===== src/rtl/lsts_pkg.sv =====
package lsts_pkg;

  typedef enum logic [1:0] {
    PH_IDLE       = 2'd0,
    PH_AWAIT_UA   = 2'd1,
    PH_AWAIT_DISC = 2'd2,
    PH_DONE       = 2'd3
  } phase_t;

  typedef enum logic [1:0] {
    MODE_START = 2'd0,
    MODE_RX    = 2'd1,
    MODE_TICK  = 2'd2
  } mode_t;

  localparam logic [7:0] FLAG_BYTE       = 8'h7e;
  localparam logic [7:0] ADDR_RCV_TO_SND = 8'h01;
  localparam logic [7:0] ADDR_SND_TO_RCV = 8'h03;
  localparam logic [7:0] CTRL_SET        = 8'h03;
  localparam logic [7:0] CTRL_UA         = 8'h07;
  localparam logic [7:0] CTRL_DISC       = 8'h0b;

  localparam int unsigned FRAME_LEN = 5;
  localparam int unsigned IDX_W     = 3;

  localparam logic [2:0]  BODY_LEN      = 3'd3;
  localparam logic [2:0]  BODY_MAX      = 3'd7;
  localparam logic [15:0] TIMEOUT_RESET = 16'd3;

  typedef struct packed {
    logic       is_frame;
    logic [7:0] addr;
    logic [7:0] ctrl;
    phase_t     phase;
  } tx_job_t;

endpackage


===== src/rtl/lsts_if.sv =====
interface lsts_in_if;
  logic       valid;
  logic       ready;
  logic [1:0] mode;
  logic [7:0] rx_byte;

  modport source (output valid, output mode, output rx_byte, input ready);
  modport sink (input valid, input mode, input rx_byte, output ready);
endinterface

interface lsts_out_if;
  logic       valid;
  logic       ready;
  logic       tx_valid;
  logic [7:0] tx_byte;
  logic       last;
  logic [1:0] phase;

  modport source (output valid, output tx_valid, output tx_byte, output last,
                  output phase, input ready);
  modport sink (input valid, input tx_valid, input tx_byte, input last,
                input phase, output ready);
endinterface

interface lsts_cfg_if;
  logic        valid;
  logic        ready;
  logic [15:0] timeout_ticks;

  modport source (output valid, output timeout_ticks, input ready);
  modport sink (input valid, input timeout_ticks, output ready);
endinterface


===== src/rtl/link_setup_teardown_sender.sv =====
// Channel  | Direction | Payload
// item     | in        | mode, rx_byte
// result   | out       | tx_valid, tx_byte, last, phase
// cfg      | in        | timeout_ticks
//
// An item is decoded in the cycle of its transfer and its results are queued
// in the result register of the frame transmitter.
// A frame is 5 results, any other item a single one; the next item is taken in
// the cycle the last result of the previous one transfers.
// A stall on result holds the current byte and blocks item.
// rst is synchronous: idle phase, flag hunt, timer cleared, timeout_ticks 3.
module link_setup_teardown_sender
  import lsts_pkg::*;
(
  input logic clk,
  input logic rst,
  lsts_in_if.sink     item,
  lsts_out_if.source  result,
  lsts_cfg_if.sink    cfg
);

  phase_t      phase, phase_next;
  logic        in_frame, in_frame_next;
  logic [2:0]  body_count, body_count_next;
  logic [7:0]  rx_address, rx_address_next;
  logic [7:0]  rx_control, rx_control_next;
  logic [7:0]  rx_check, rx_check_next;
  logic [15:0] wait_count, wait_count_next;
  logic [15:0] timeout_ticks;

  logic        take;
  logic        accept;
  logic        waiting;
  logic        is_flag;
  logic [15:0] wait_inc;
  logic [15:0] limit;
  logic        timed_out;
  logic        ok_ua;
  logic        ok_disc;
  logic        send;
  tx_job_t     job;

  assign accept    = item.valid && take;
  assign item.ready = take;
  assign cfg.ready = 1'b1;

  assign waiting   = (phase == PH_AWAIT_UA) || (phase == PH_AWAIT_DISC);
  assign is_flag   = (item.rx_byte == FLAG_BYTE);
  assign wait_inc  = (wait_count == 16'hffff) ? wait_count : wait_count + 16'd1;
  assign limit     = (timeout_ticks == 16'd0) ? 16'd1 : timeout_ticks;
  assign timed_out = (wait_inc >= limit);

  assign ok_ua   = (body_count == BODY_LEN) && (rx_address == ADDR_SND_TO_RCV) &&
                   (rx_control == CTRL_UA) && (rx_check == (ADDR_SND_TO_RCV ^ CTRL_UA));
  assign ok_disc = (body_count == BODY_LEN) && (rx_address == ADDR_SND_TO_RCV) &&
                   (rx_control == CTRL_DISC) &&
                   (rx_check == (ADDR_SND_TO_RCV ^ CTRL_DISC));

  always_comb begin
    phase_next      = phase;
    in_frame_next   = in_frame;
    body_count_next = body_count;
    rx_address_next = rx_address;
    rx_control_next = rx_control;
    rx_check_next   = rx_check;
    wait_count_next = wait_count;
    case (mode_t'(item.mode))
      MODE_START: begin
        if (!waiting) begin
          phase_next      = PH_AWAIT_UA;
          in_frame_next   = 1'b0;
          body_count_next = 3'd0;
          wait_count_next = 16'd0;
        end
      end
      MODE_RX: begin
        if (!in_frame) begin
          if (is_flag) begin
            in_frame_next   = 1'b1;
            body_count_next = 3'd0;
          end
        end else if (!is_flag) begin
          case (body_count)
            3'd0:    rx_address_next = item.rx_byte;
            3'd1:    rx_control_next = item.rx_byte;
            3'd2:    rx_check_next   = item.rx_byte;
            default: ;
          endcase
          if (body_count != BODY_MAX) begin
            body_count_next = body_count + 3'd1;
          end
        end else begin
          in_frame_next = 1'b0;
          if (waiting) begin
            wait_count_next = 16'd0;
          end
          if (phase == PH_AWAIT_UA && ok_ua) begin
            phase_next = PH_AWAIT_DISC;
          end else if (phase == PH_AWAIT_DISC && ok_disc) begin
            phase_next = PH_DONE;
          end
        end
      end
      MODE_TICK: begin
        if (waiting) begin
          if (timed_out) begin
            in_frame_next   = 1'b0;
            body_count_next = 3'd0;
            wait_count_next = 16'd0;
          end else begin
            wait_count_next = wait_inc;
          end
        end
      end
      default: ;
    endcase
  end

  always_comb begin
    case (mode_t'(item.mode))
      MODE_START: send = !waiting;
      MODE_RX:    send = in_frame && is_flag && waiting;
      MODE_TICK:  send = waiting && timed_out;
      default:    send = 1'b0;
    endcase
    job.is_frame = send;
    job.phase    = phase_next;
    case (phase_next)
      PH_AWAIT_DISC: begin
        job.addr = ADDR_SND_TO_RCV;
        job.ctrl = CTRL_DISC;
      end
      PH_DONE: begin
        job.addr = ADDR_RCV_TO_SND;
        job.ctrl = CTRL_UA;
      end
      default: begin
        job.addr = ADDR_SND_TO_RCV;
        job.ctrl = CTRL_SET;
      end
    endcase
  end

  always_ff @(posedge clk) begin
    if (rst) begin
      phase      <= PH_IDLE;
      in_frame   <= 1'b0;
      body_count <= 3'd0;
      rx_address <= 8'd0;
      rx_control <= 8'd0;
      rx_check   <= 8'd0;
      wait_count <= 16'd0;
    end else if (accept) begin
      phase      <= phase_next;
      in_frame   <= in_frame_next;
      body_count <= body_count_next;
      rx_address <= rx_address_next;
      rx_control <= rx_control_next;
      rx_check   <= rx_check_next;
      wait_count <= wait_count_next;
    end
  end

  always_ff @(posedge clk) begin
    if (rst) begin
      timeout_ticks <= TIMEOUT_RESET;
    end else if (cfg.valid) begin
      timeout_ticks <= cfg.timeout_ticks;
    end
  end

  lsts_frame_tx u_frame_tx (
    .clk    (clk),
    .rst    (rst),
    .load   (accept),
    .job_in (job),
    .take   (take),
    .result (result)
  );

endmodule


===== src/rtl/lsts_frame_tx.sv =====
module lsts_frame_tx
  import lsts_pkg::*;
(
  input  logic    clk,
  input  logic    rst,
  input  logic    load,
  input  tx_job_t job_in,
  output logic    take,
  lsts_out_if.source result
);

  tx_job_t          job;
  logic             busy;
  logic [IDX_W-1:0] idx;
  logic             is_last;
  logic             xfer;

  assign is_last = !job.is_frame || (idx == IDX_W'(FRAME_LEN - 1));
  assign xfer    = busy && result.ready;
  assign take    = !busy || (xfer && is_last);

  always_ff @(posedge clk) begin
    if (rst) begin
      busy <= 1'b0;
      idx  <= '0;
    end else if (load) begin
      busy <= 1'b1;
      idx  <= '0;
    end else if (xfer) begin
      if (is_last) begin
        busy <= 1'b0;
      end else begin
        idx <= idx + 1'b1;
      end
    end
  end

  always_ff @(posedge clk) begin
    if (load) begin
      job <= job_in;
    end
  end

  always_comb begin
    result.tx_byte = 8'd0;
    if (job.is_frame) begin
      case (idx)
        3'd0:    result.tx_byte = FLAG_BYTE;
        3'd1:    result.tx_byte = job.addr;
        3'd2:    result.tx_byte = job.ctrl;
        3'd3:    result.tx_byte = job.addr ^ job.ctrl;
        3'd4:    result.tx_byte = FLAG_BYTE;
        default: result.tx_byte = 8'd0;
      endcase
    end
  end

  assign result.valid    = busy;
  assign result.tx_valid = job.is_frame;
  assign result.last     = is_last;
  assign result.phase    = job.phase;

endmodule


===== src/flat_wrapper.sv =====
// flat-port wrapper written by rule: the top's interface ports become plain ports
module link_setup_teardown_sender_flat import lsts_pkg::*;
  (clk, rst, item_valid, item_mode, item_rx_byte, item_ready, result_valid, result_tx_valid, result_tx_byte, result_last, result_phase, result_ready, cfg_valid, cfg_timeout_ticks, cfg_ready);
  lsts_in_if item_i ();
  lsts_out_if result_i ();
  lsts_cfg_if cfg_i ();
  input logic clk;
  input logic rst;
  input wire logic [$bits(item_i.valid)-1:0] item_valid;
  input wire logic [$bits(item_i.mode)-1:0] item_mode;
  input wire logic [$bits(item_i.rx_byte)-1:0] item_rx_byte;
  output wire logic [$bits(item_i.ready)-1:0] item_ready;
  output wire logic [$bits(result_i.valid)-1:0] result_valid;
  output wire logic [$bits(result_i.tx_valid)-1:0] result_tx_valid;
  output wire logic [$bits(result_i.tx_byte)-1:0] result_tx_byte;
  output wire logic [$bits(result_i.last)-1:0] result_last;
  output wire logic [$bits(result_i.phase)-1:0] result_phase;
  input wire logic [$bits(result_i.ready)-1:0] result_ready;
  input wire logic [$bits(cfg_i.valid)-1:0] cfg_valid;
  input wire logic [$bits(cfg_i.timeout_ticks)-1:0] cfg_timeout_ticks;
  output wire logic [$bits(cfg_i.ready)-1:0] cfg_ready;
  assign item_i.valid = item_valid;
  assign item_i.mode = item_mode;
  assign item_i.rx_byte = item_rx_byte;
  assign item_ready = item_i.ready;
  assign result_valid = result_i.valid;
  assign result_tx_valid = result_i.tx_valid;
  assign result_tx_byte = result_i.tx_byte;
  assign result_last = result_i.last;
  assign result_phase = result_i.phase;
  assign result_i.ready = result_ready;
  assign cfg_i.valid = cfg_valid;
  assign cfg_i.timeout_ticks = cfg_timeout_ticks;
  assign cfg_ready = cfg_i.ready;
  link_setup_teardown_sender u_core (.clk(clk), .rst(rst), .item(item_i), .result(result_i), .cfg(cfg_i));
endmodule

===== config.mk =====
export PLATFORM = sky130hd
export DESIGN_NAME = link_setup_teardown_sender_flat
export DESIGN_NICKNAME = d
export VERILOG_FILES = /design/src/rtl/lsts_pkg.sv /design/src/rtl/lsts_if.sv /design/src/rtl/link_setup_teardown_sender.sv /design/src/rtl/lsts_frame_tx.sv /design/src/flat_wrapper.sv
export SDC_FILE = /design/constraint.sdc
export NUM_CORES = 1
export LEC_CHECK = 0
export BUFFER_PORTS_ARGS = -buffer_cell sky130_fd_sc_hd__buf_2
export CAP_MARGIN = 20
export CORE_AREA = 3 3 122 124
export CTS_BUF_LIST = sky130_fd_sc_hd__clkbuf_4 sky130_fd_sc_hd__clkbuf_8
export CTS_CLUSTER_DIAMETER = 200
export DETAILED_ROUTE_END_ITERATION = 6
export DIE_AREA = 0 0 125 127
export SLEW_MARGIN = 10
export SYNTH_ARGS = -nofsm -noshare
export SYNTH_HDL_FRONTEND = slang
export SYNTH_HIERARCHICAL = 1
export SYNTH_SLANG_ARGS = --single-unit

===== constraint.sdc =====
create_clock -name clk -period 4.25 [get_ports clk]
set_clock_uncertainty 0.15 [all_clocks]
set_input_delay 0 -clock clk [delete_from_list [all_inputs] [get_ports clk]]
set_output_delay 0 -clock clk [all_outputs]
set_load 0.02 [all_outputs]

==> impl_results.md, run 1 <==
- Run status: complete, no violations
- Syn avg cell area: about 8.6 um2
- Grt ovf: 0
- Final hold slack: between 20 and 25 ps
- Highest routed layer: met4
- Post-route ant nets: 0
- P_leak: roughly 2.2 nW
- Worst-Margin Slew: approximately 850 ps
- Largest net degree at the start of global routing: 48
- Routed length on met1: about 5600 um
- Critical Path Fanout Max: 7
- F_max: 0.251 GHz
- Drt via density: around 5.1
- Final Setup Violations: 0
- HP Start: cfg_valid
- Reg2Reg Launch Point: u_core/wait_count[0]
- Reg2reg setup slack: ~260 ps
- Cts bufs inserted: 9
- Vias: 4234
- Clock Pin Slew Worst Setup and Hold Paths: about 80 ps
- EDFF count, synth: 19
- Routed WL: about 12000 um
- Width of the die: roughly 130 um
- Wire length on met3: between 400 and 500 um
- Area of the multi-input gates: 2710 um2
- CTS Sinks: 85
- Kind of critical path: reg2reg
- Routed met2 length: roughly 5400 um
- P per Cell Area: roughly 280 nW/um2
- Antenna diode count: 0
- Setup TNS: 0 ps
- Die H: between 100 and 150 um
- Die area: between 15000 and 20000 um2
- Crit end category: flop
- Post-CTS Setup Bufs: 0
- First-pass GRT wire length: roughly 20000 um
- HP Class: in2reg
- GRT Overall Usage: 0.149
- Clock root cell: clkbuf_8
- Pre-antenna DRT Iters: 5
- CP required: around 4400 ps
- Row count: 43
- Post-synthesis sequential area ratio: 0.394
- GPL Wtd Cong: 0.820
- Max cap viols: 0
- Vias in the first global route: about 4000
- Min Tclk post-route: between 3000 and 4000 ps
- Worst reg2reg path depth: 12
- Cell count after synthesis: between 500 and 600
- Fin nets: 712
- Arr. time, crit path: about 4100 ps
- Clk_lat worst skew: 380 ps
- Post-Syn Area: roughly 4800 um2
- Post-DP HPWL: 8230 um
- Core Box Area: 13900 um2
- Hold Crit Depth: 3
- Unrepaired setup endpoints after global routing: false
- Layout fillers: between 1000 and 1500
- Clk buf depth: 2
- Ys flop type: dfxtp_1
- Initial antenna violation count: 0
- Startpoint Class: flop
- Final worst-path cycle share: 0.939
- Final hold viol count: 0
- Port bufs: between 40 and 50
- Worst r2r dst: u_core/wait_count[10]
- 1st-iter DRT viols: roughly 200
- Max IR drop VDD: 0.207 mV
- Routed wire per std cell: around 14 um
- Htree depth: 3
- Final Max Tran Viols: 0
- WHS Endpoint: u_core/timeout_ticks[8]
- Area Overhead vs Synth: 20.9%
- Initial core utilization: 0.346
- Async set or reset register ratio after synthesis: 0
- CTS tree: done
- Netlist cell types: 58
- Yosys warns: 6
- Relative slew slack: 0.431
- Share of layout cells above drive strength 1: 0.125
- # DRC: 0
- I/O Pins: 46
- Synthesized flop and latch total: 85
- Register Area: 1890 um2
[worst max-delay path by stage]
stage / from / endpoint / depth (start not counted)
after floorplan: u_core/wait_count[0] / u_core/wait_count[4] / 14
after global placement: u_core/wait_count[0] / u_core/wait_count[0] / 13
after detailed placement: u_core/wait_count[0] / u_core/wait_count[10] / 13
after CTS: u_core/wait_count[0] / u_core/wait_count[10] / 13
after global routing: u_core/wait_count[0] / u_core/wait_count[10] / 12
final: u_core/wait_count[0] / u_core/wait_count[10] / 12
[through the flow]
step                std cells  setup slack, ps  instance area [um2]  total power [mW]  utilization
floorplan                 568              581                 4850             0.998            -
global placement          772              258                 5230              1.05        0.377
detailed placement        773              145                 5230              1.06        0.377
CTS                       827              112                 5800              1.63        0.418
global route              827             25.0                 5810              1.69        0.419
finish                    827              260                 5810              1.61        0.419
[cells in the mapped netlist (4+ instances only)]
| master | n | area, um2 |
|---|---|---|
| edfxtp_1 | 19 | 571 |
| a211oi_1 | 7 | 52.6 |
| xnor2_1 | 8 | 70.1 |
| a21oi_1 | 45 | 225 |
| clkbuf_1 | 20 | 75.1 |
| a31oi_1 | 14 | 87.6 |
| o22ai_1 | 4 | 25.0 |
| ha_1 | 39 | 488 |
| nand2_1 | 59 | 221 |
| o31ai_1 | 4 | 30.0 |
| nor2b_1 | 20 | 125 |
| mux2i_1 | 15 | 150 |
| inv_1 | 37 | 139 |
| nand4_1 | 9 | 56.3 |
| dfxtp_1 | 66 | 1320 |
| or4_1 | 4 | 30.0 |
| nor4_1 | 8 | 50.1 |
| nand3_1 | 33 | 165 |
| nor3_1 | 10 | 50.1 |
| nor2_1 | 37 | 139 |
| a22o_1 | 8 | 70.1 |
| o21ai_0 | 26 | 130 |
[layer usage]
layer / vias to the layer above / global-route usage
met2: 108 / 0.241
met5: - / 0
met1: 1961 / 0.197
li1: 2151 / -
met4: 0 / 0.0561
met3: 14 / 0.0314
[cell families after synthesis]
family,Yosys count,synth area share
simple gates,204,0.213
xor+xnor,11,0.0201
compound gates,135,0.182
other cells,2,0.00156
flops,85,0.394
fa+ha+maj,39,0.102
buf+inv,64,0.0542
mux,16,0.0336
[where the power goes]
| group | internal, mW | total, mW | switching [mW] |
|---|---|---|---|
| sequential | 0.852 | 0.870 | 0.0180 |
| combinational | 0.0887 | 0.199 | 0.110 |
| clock | 0.243 | 0.538 | 0.295 |
[placed cells by master (no fill, tap or decap), drive strengths merged, types with 4 or more instances in the layout]
master	n
mux2i	15
a21oi	45
a211oi	7
o21ai	26
dlygate4sd3	38
or4	4
nor2	37
o31ai	6
nor4	9
ha	39
o22ai	4
clkbuf	11
buf	51
nor3	10
conb	14
nor2b	20
xnor2	8
a31oi	14
dfxtp	66
nand4	9
nand2	59
clkinvlp	4
inv	38
a22o	8
nand3	33
edfxtp	19
[worst max-delay path, cell delays in order (launching register included)]
cell	delay, ps
dfxtp_1	450
ha_2	270
nand3_1	200
nor4_1	620
nor2_1	140
xor2_1	180
ha_1	230
a211oi_1	240
nand2_1	80
o221a_1	280
o21ba_2	250
or4_4	580
o31ai_1	220
[timing repair]
| item | 4_1_cts | 5_1_grt |
|---|---|---|
| resized for setup | 0 | 3 |
| hold endpoints to repair | 48 | 0 |
| hold buffers | 38 | 0 |
| setup endpoints to repair | 0 | 7 |
[registers in the layout, indices dropped and copies added, names as in the netlist]
signal and cells:
u_core/timeout_ticks 16, u_core/u_frame_tx/job 16, u_core/wait_count 16, u_core/rx_address 8, u_core/rx_check 8, u_core/rx_control 8
u_core/body_count 3, u_core/u_frame_tx/idx 3, u_core/phase 2, u_core/u_frame_tx/result.phase 2, u_core/in_frame 1, u_core/u_frame_tx/result.tx_valid 1
u_core/u_frame_tx/result.valid 1
[final cells by class]
class / instances / area share
inverters: 38 / 0.0246
flip-flops and latches: 85 / 0.326
multi-input cells: 419 / 0.467
well taps: 180 / 0.0388
clock inverters: 5 / 0.00603
clock buffers: 11 / 0.0261
repair buffers: 89 / 0.112
(Power assumes the default switching activity.)
==> inputs of run 2 (changes only) <==
- CORE_AREA: 3 3 122 124 -> 3 3 140 108
- DIE_AREA: 0 0 125 127 -> 0 0 143 111
==> run 2 against run 1 <==
  * Die area about the same
  * Worst setup slack worse by 27 ps
  * Wire length up 4.2%
  * Sequential power about the same
  * Critical path type unchanged
  * Critical path depth up 1
  * Combinational power up 3%
  * Global-route usage up 0.35 points
  * Final cell count down 0.36%
  * Clock power up 12%
  * First-iteration DRC count up 30%
==> impl_results.md, run 2 (synthesis gave the netlist of run 1 again) <==
- Final hold viol count: 0 (unchanged)
- Antenna diode count: 0 (unchanged)
- Final Setup Violations: 0 (unchanged)
- GPL Wtd Cong: 0.853 (was 0.820)
- Area of the multi-input gates: 2710 um2 (about the same)
- Leading cell type in the layout, fill and taps excluded: dfxtp_1 (unchanged)
- Worst path max stage delay: 590 ps (was 620 ps)
- Crit-path leading delay family: simple AND/OR/NAND/NOR gates (unchanged)
- Width of the die: 143 um (was 125 um)
- F_max: 0.249 GHz (was 0.251 GHz)
- Vias: 4316 (was 4234)
- Slowest stage cell on the critical path: or4_4 (was nor4_1)
- Clk_lat worst skew: 360 ps (was 380 ps)
- Cts bufs inserted: 9 (unchanged)
- Row count: 37 (was 43)
- Pre-antenna DRT Iters: 6 (was 5)
- Vias in the first global route: 3985 (was 4107)
- Clk pwr share: 0.359 (was 0.335)
- Critical path cell sequence: ha_2, nand3_1, or2_2, nor2_1, and3_1, xor2_1, ha_1, nand4_1, nor2_1, a211o_1, o21ba_2, or4_4, o31ai_1 (was ha_2, nand3_1, nor4_1, nor2_1, xor2_1, ha_1, a211oi_1, nand2_1, o221a_1, o21ba_2, or4_4, o31ai_1)
- Routed wire per std cell: 14.7 um (was 14.0 um)
- Hold Crit Depth: 3 (unchanged)
- Htree depth: 3 (unchanged)
- Clock Pin Slew Worst Setup and Hold Paths: 90 ps (was 80 ps)
- Final worst-path cycle share: 0.945 (was 0.939)
- Area Overhead vs Synth: 21.6% (was 20.9%)
- Clk buf depth: 2 (unchanged)
- Worst path most repeated cell: nor2_1
- CTS Sinks: 85 (unchanged)
- Logic pwr share: 0.121 (was 0.124)
- Final Max Tran Viols: 0 (unchanged)
- Core Box Area: 13700 um2 (was 13900 um2)
- CTS tree: done (unchanged)
- Reg2Reg Launch Point: u_core/wait_count[0] (unchanged)
- Drt via density: 5.24 (was 5.12)
- Fin nets: 714 (was 712)
- Register Area: 1890 um2 (unchanged)
- First-pass GRT wire length: 19700 um (was 19600 um)
- Initial antenna violation count: 0 (unchanged)
- Port bufs: 44 (unchanged)
- Post-DP HPWL: 8580 um (was 8230 um)
- Largest net degree at the start of global routing: 41 (was 48)
- Kind of critical path: reg2reg (unchanged)
- Layout fillers: 1350 (was 1394)
- Share of layout cells above drive strength 1: 0.123 (was 0.125)
- Clock root cell: clkbuf_8 (unchanged)
- Run status: complete, no violations (unchanged)
- Worst reg2reg path depth: 13 (was 12)
- Max cap viols: 0 (unchanged)
- WHS Endpoint: u_core/timeout_ticks[2] (was u_core/timeout_ticks[8])
- Min Tclk post-route: 4020 ps (was 3990 ps)
- I/O Pins: 46 (unchanged)
- Die area: 15900 um2 (about the same)
- CP required: 4380 ps (about the same)
- Worst-Margin Slew: 879 ps (was 853 ps)
- Routed WL: 12100 um (was 11600 um)
- Worst r2r dst: u_core/wait_count[10] (unchanged)
- Post-route ant nets: 0 (unchanged)
- Arr. time, crit path: 4140 ps (was 4120 ps)
- Relative slew slack: 0.413 (was 0.431)
- WP buf/inv: 0 (unchanged)
- Critical Path Fanout Max: 7 (unchanged)
- Reg2reg setup slack: 230 ps (was 260 ps)
- Grt ovf: 0 (unchanged)
- HP Class: in2reg (unchanged)
- P per Cell Area: 287 nW/um2 (was 277 nW/um2)
- Post-Route Utilization: 0.425 (was 0.419)
- Reg power frac: 0.519 (was 0.541)
- Switching Power: 0.455 mW (was 0.423 mW)
- Internal cell power: 1.22 mW (was 1.18 mW)
- # DRC: 0 (unchanged)
- Initial core utilization: 0.349 (was 0.346)
- Crit end category: flop (unchanged)
- Biggest regs: u_core/timeout_ticks: 16 flops, u_core/u_frame_tx/job: 16 flops, u_core/wait_count: 16 flops (unchanged)
- Unrepaired setup endpoints after global routing: false (unchanged)
- Most frequent cells in the layout: dfxtp_1 (66), nand2_1 (59), a21oi_1 (45), buf_2 (44), dlygate4sd3_1 (40) (was dfxtp_1 (66), nand2_1 (59), a21oi_1 (45), buf_2 (44))
- HP Start: cfg_valid (unchanged)
- P_leak: 2.27 nW (was 2.23 nW)
- Max IR drop VDD: 0.155 mV (was 0.207 mV)
- 1st-iter DRT viols: 259 (was 199)
- Die H: 111 um (was 127 um)
- Setup TNS: 0 ps (unchanged)
- GRT Overall Usage: 0.153 (was 0.149)
- Net Sw Frac: 0.271 (was 0.263)
- Startpoint Class: flop (unchanged)
## run 2: cell types whose count changed in the layout (fill, tap and decap cells not counted)
cell,previous run,this run
nor2_2,1,0
inv_6,0,2
clkinv_4,0,1
dlygate4sd3_1,38,40
clkbuf_8,11,9
buf_6,0,1
buf_4,7,6
inv_8,0,1
bufinv_16,0,1
clkinvlp_4,4,1
nor2_1,36,37
## run 2: through the flow
stage / worst slack [ps] / hold WS, ps / cell area [um2] / power, mW / std cells
after floorplan: 581 / -80.9 / 4850 / 0.998 / 568
after global placement: 207 / 82.4 / 5220 / 1.05 / 767
after detailed placement: 105 / 91.5 / 5230 / 1.06 / 768
after CTS: 81.7 / 0.466 / 5840 / 1.70 / 824
after global routing: 11.1 / 41.6 / 5840 / 1.76 / 824
final: 233 / 36.8 / 5840 / 1.68 / 824
## run 2: worst reg2reg max path, stage by stage, from the launching register on
cell     delay [ps]
dfxtp_1         470
ha_2            290
nand3_1         190
or2_2           380
nor2_1          220
and3_1          200
xor2_1          230
ha_1            270
nand4_1         130
nor2_1           70
a211o_1         300
o21ba_2         230
or4_4           590
o31ai_1         210
## run 2: worst max path at each step
stage                                     from                    end  cells past startpoint
after floorplan           u_core/wait_count[0]   u_core/wait_count[4]                     14
after global placement    u_core/wait_count[0]   u_core/wait_count[4]                     13
after detailed placement  u_core/wait_count[0]  u_core/wait_count[10]                     12
after CTS                 u_core/wait_count[0]  u_core/wait_count[10]                     12
after global routing      u_core/wait_count[0]  u_core/wait_count[10]                     13
final                     u_core/wait_count[0]  u_core/wait_count[10]                     13
## run 2: power groups by stage
stage / combinational [mW] / sequential, mW / clock (mW)
2_1_floorplan: 0.114 / 0.884 / 0
3_3_place_gp: 0.164 / 0.888 / 0
3_5_place_dp: 0.170 / 0.889 / 0
4_1_cts: 0.201 / 0.870 / 0.625
5_1_grt: 0.226 / 0.874 / 0.656
6_report: 0.204 / 0.871 / 0.603
## run 2: layout make-up
class / count / area share
clock buffer: 9 / 0.0212
timing repair buffer: 91 / 0.116
inverter: 38 / 0.0244
sequential: 85 / 0.324
clock inverter: 7 / 0.0137
tap: 175 / 0.0375
multi-input combinational: 419 / 0.463
## run 2: metal layers
metal  vias up  GRT usage  wire length, um
li1       2159          -                -
met1      2027      0.227             6150
met2       121      0.227             5170
met3         9     0.0298              664
met4         0     0.0329               99
met5         -          0                0
## run 2: what timing repair did
action / 4_1_cts / 5_1_grt
gates resized for setup: 0 / 2
setup endpoints to repair: 0 / 7
hold buffers: 40 / 0
endpoints found under the hold margin: 48 / 0
buffers inserted: 0 / 0
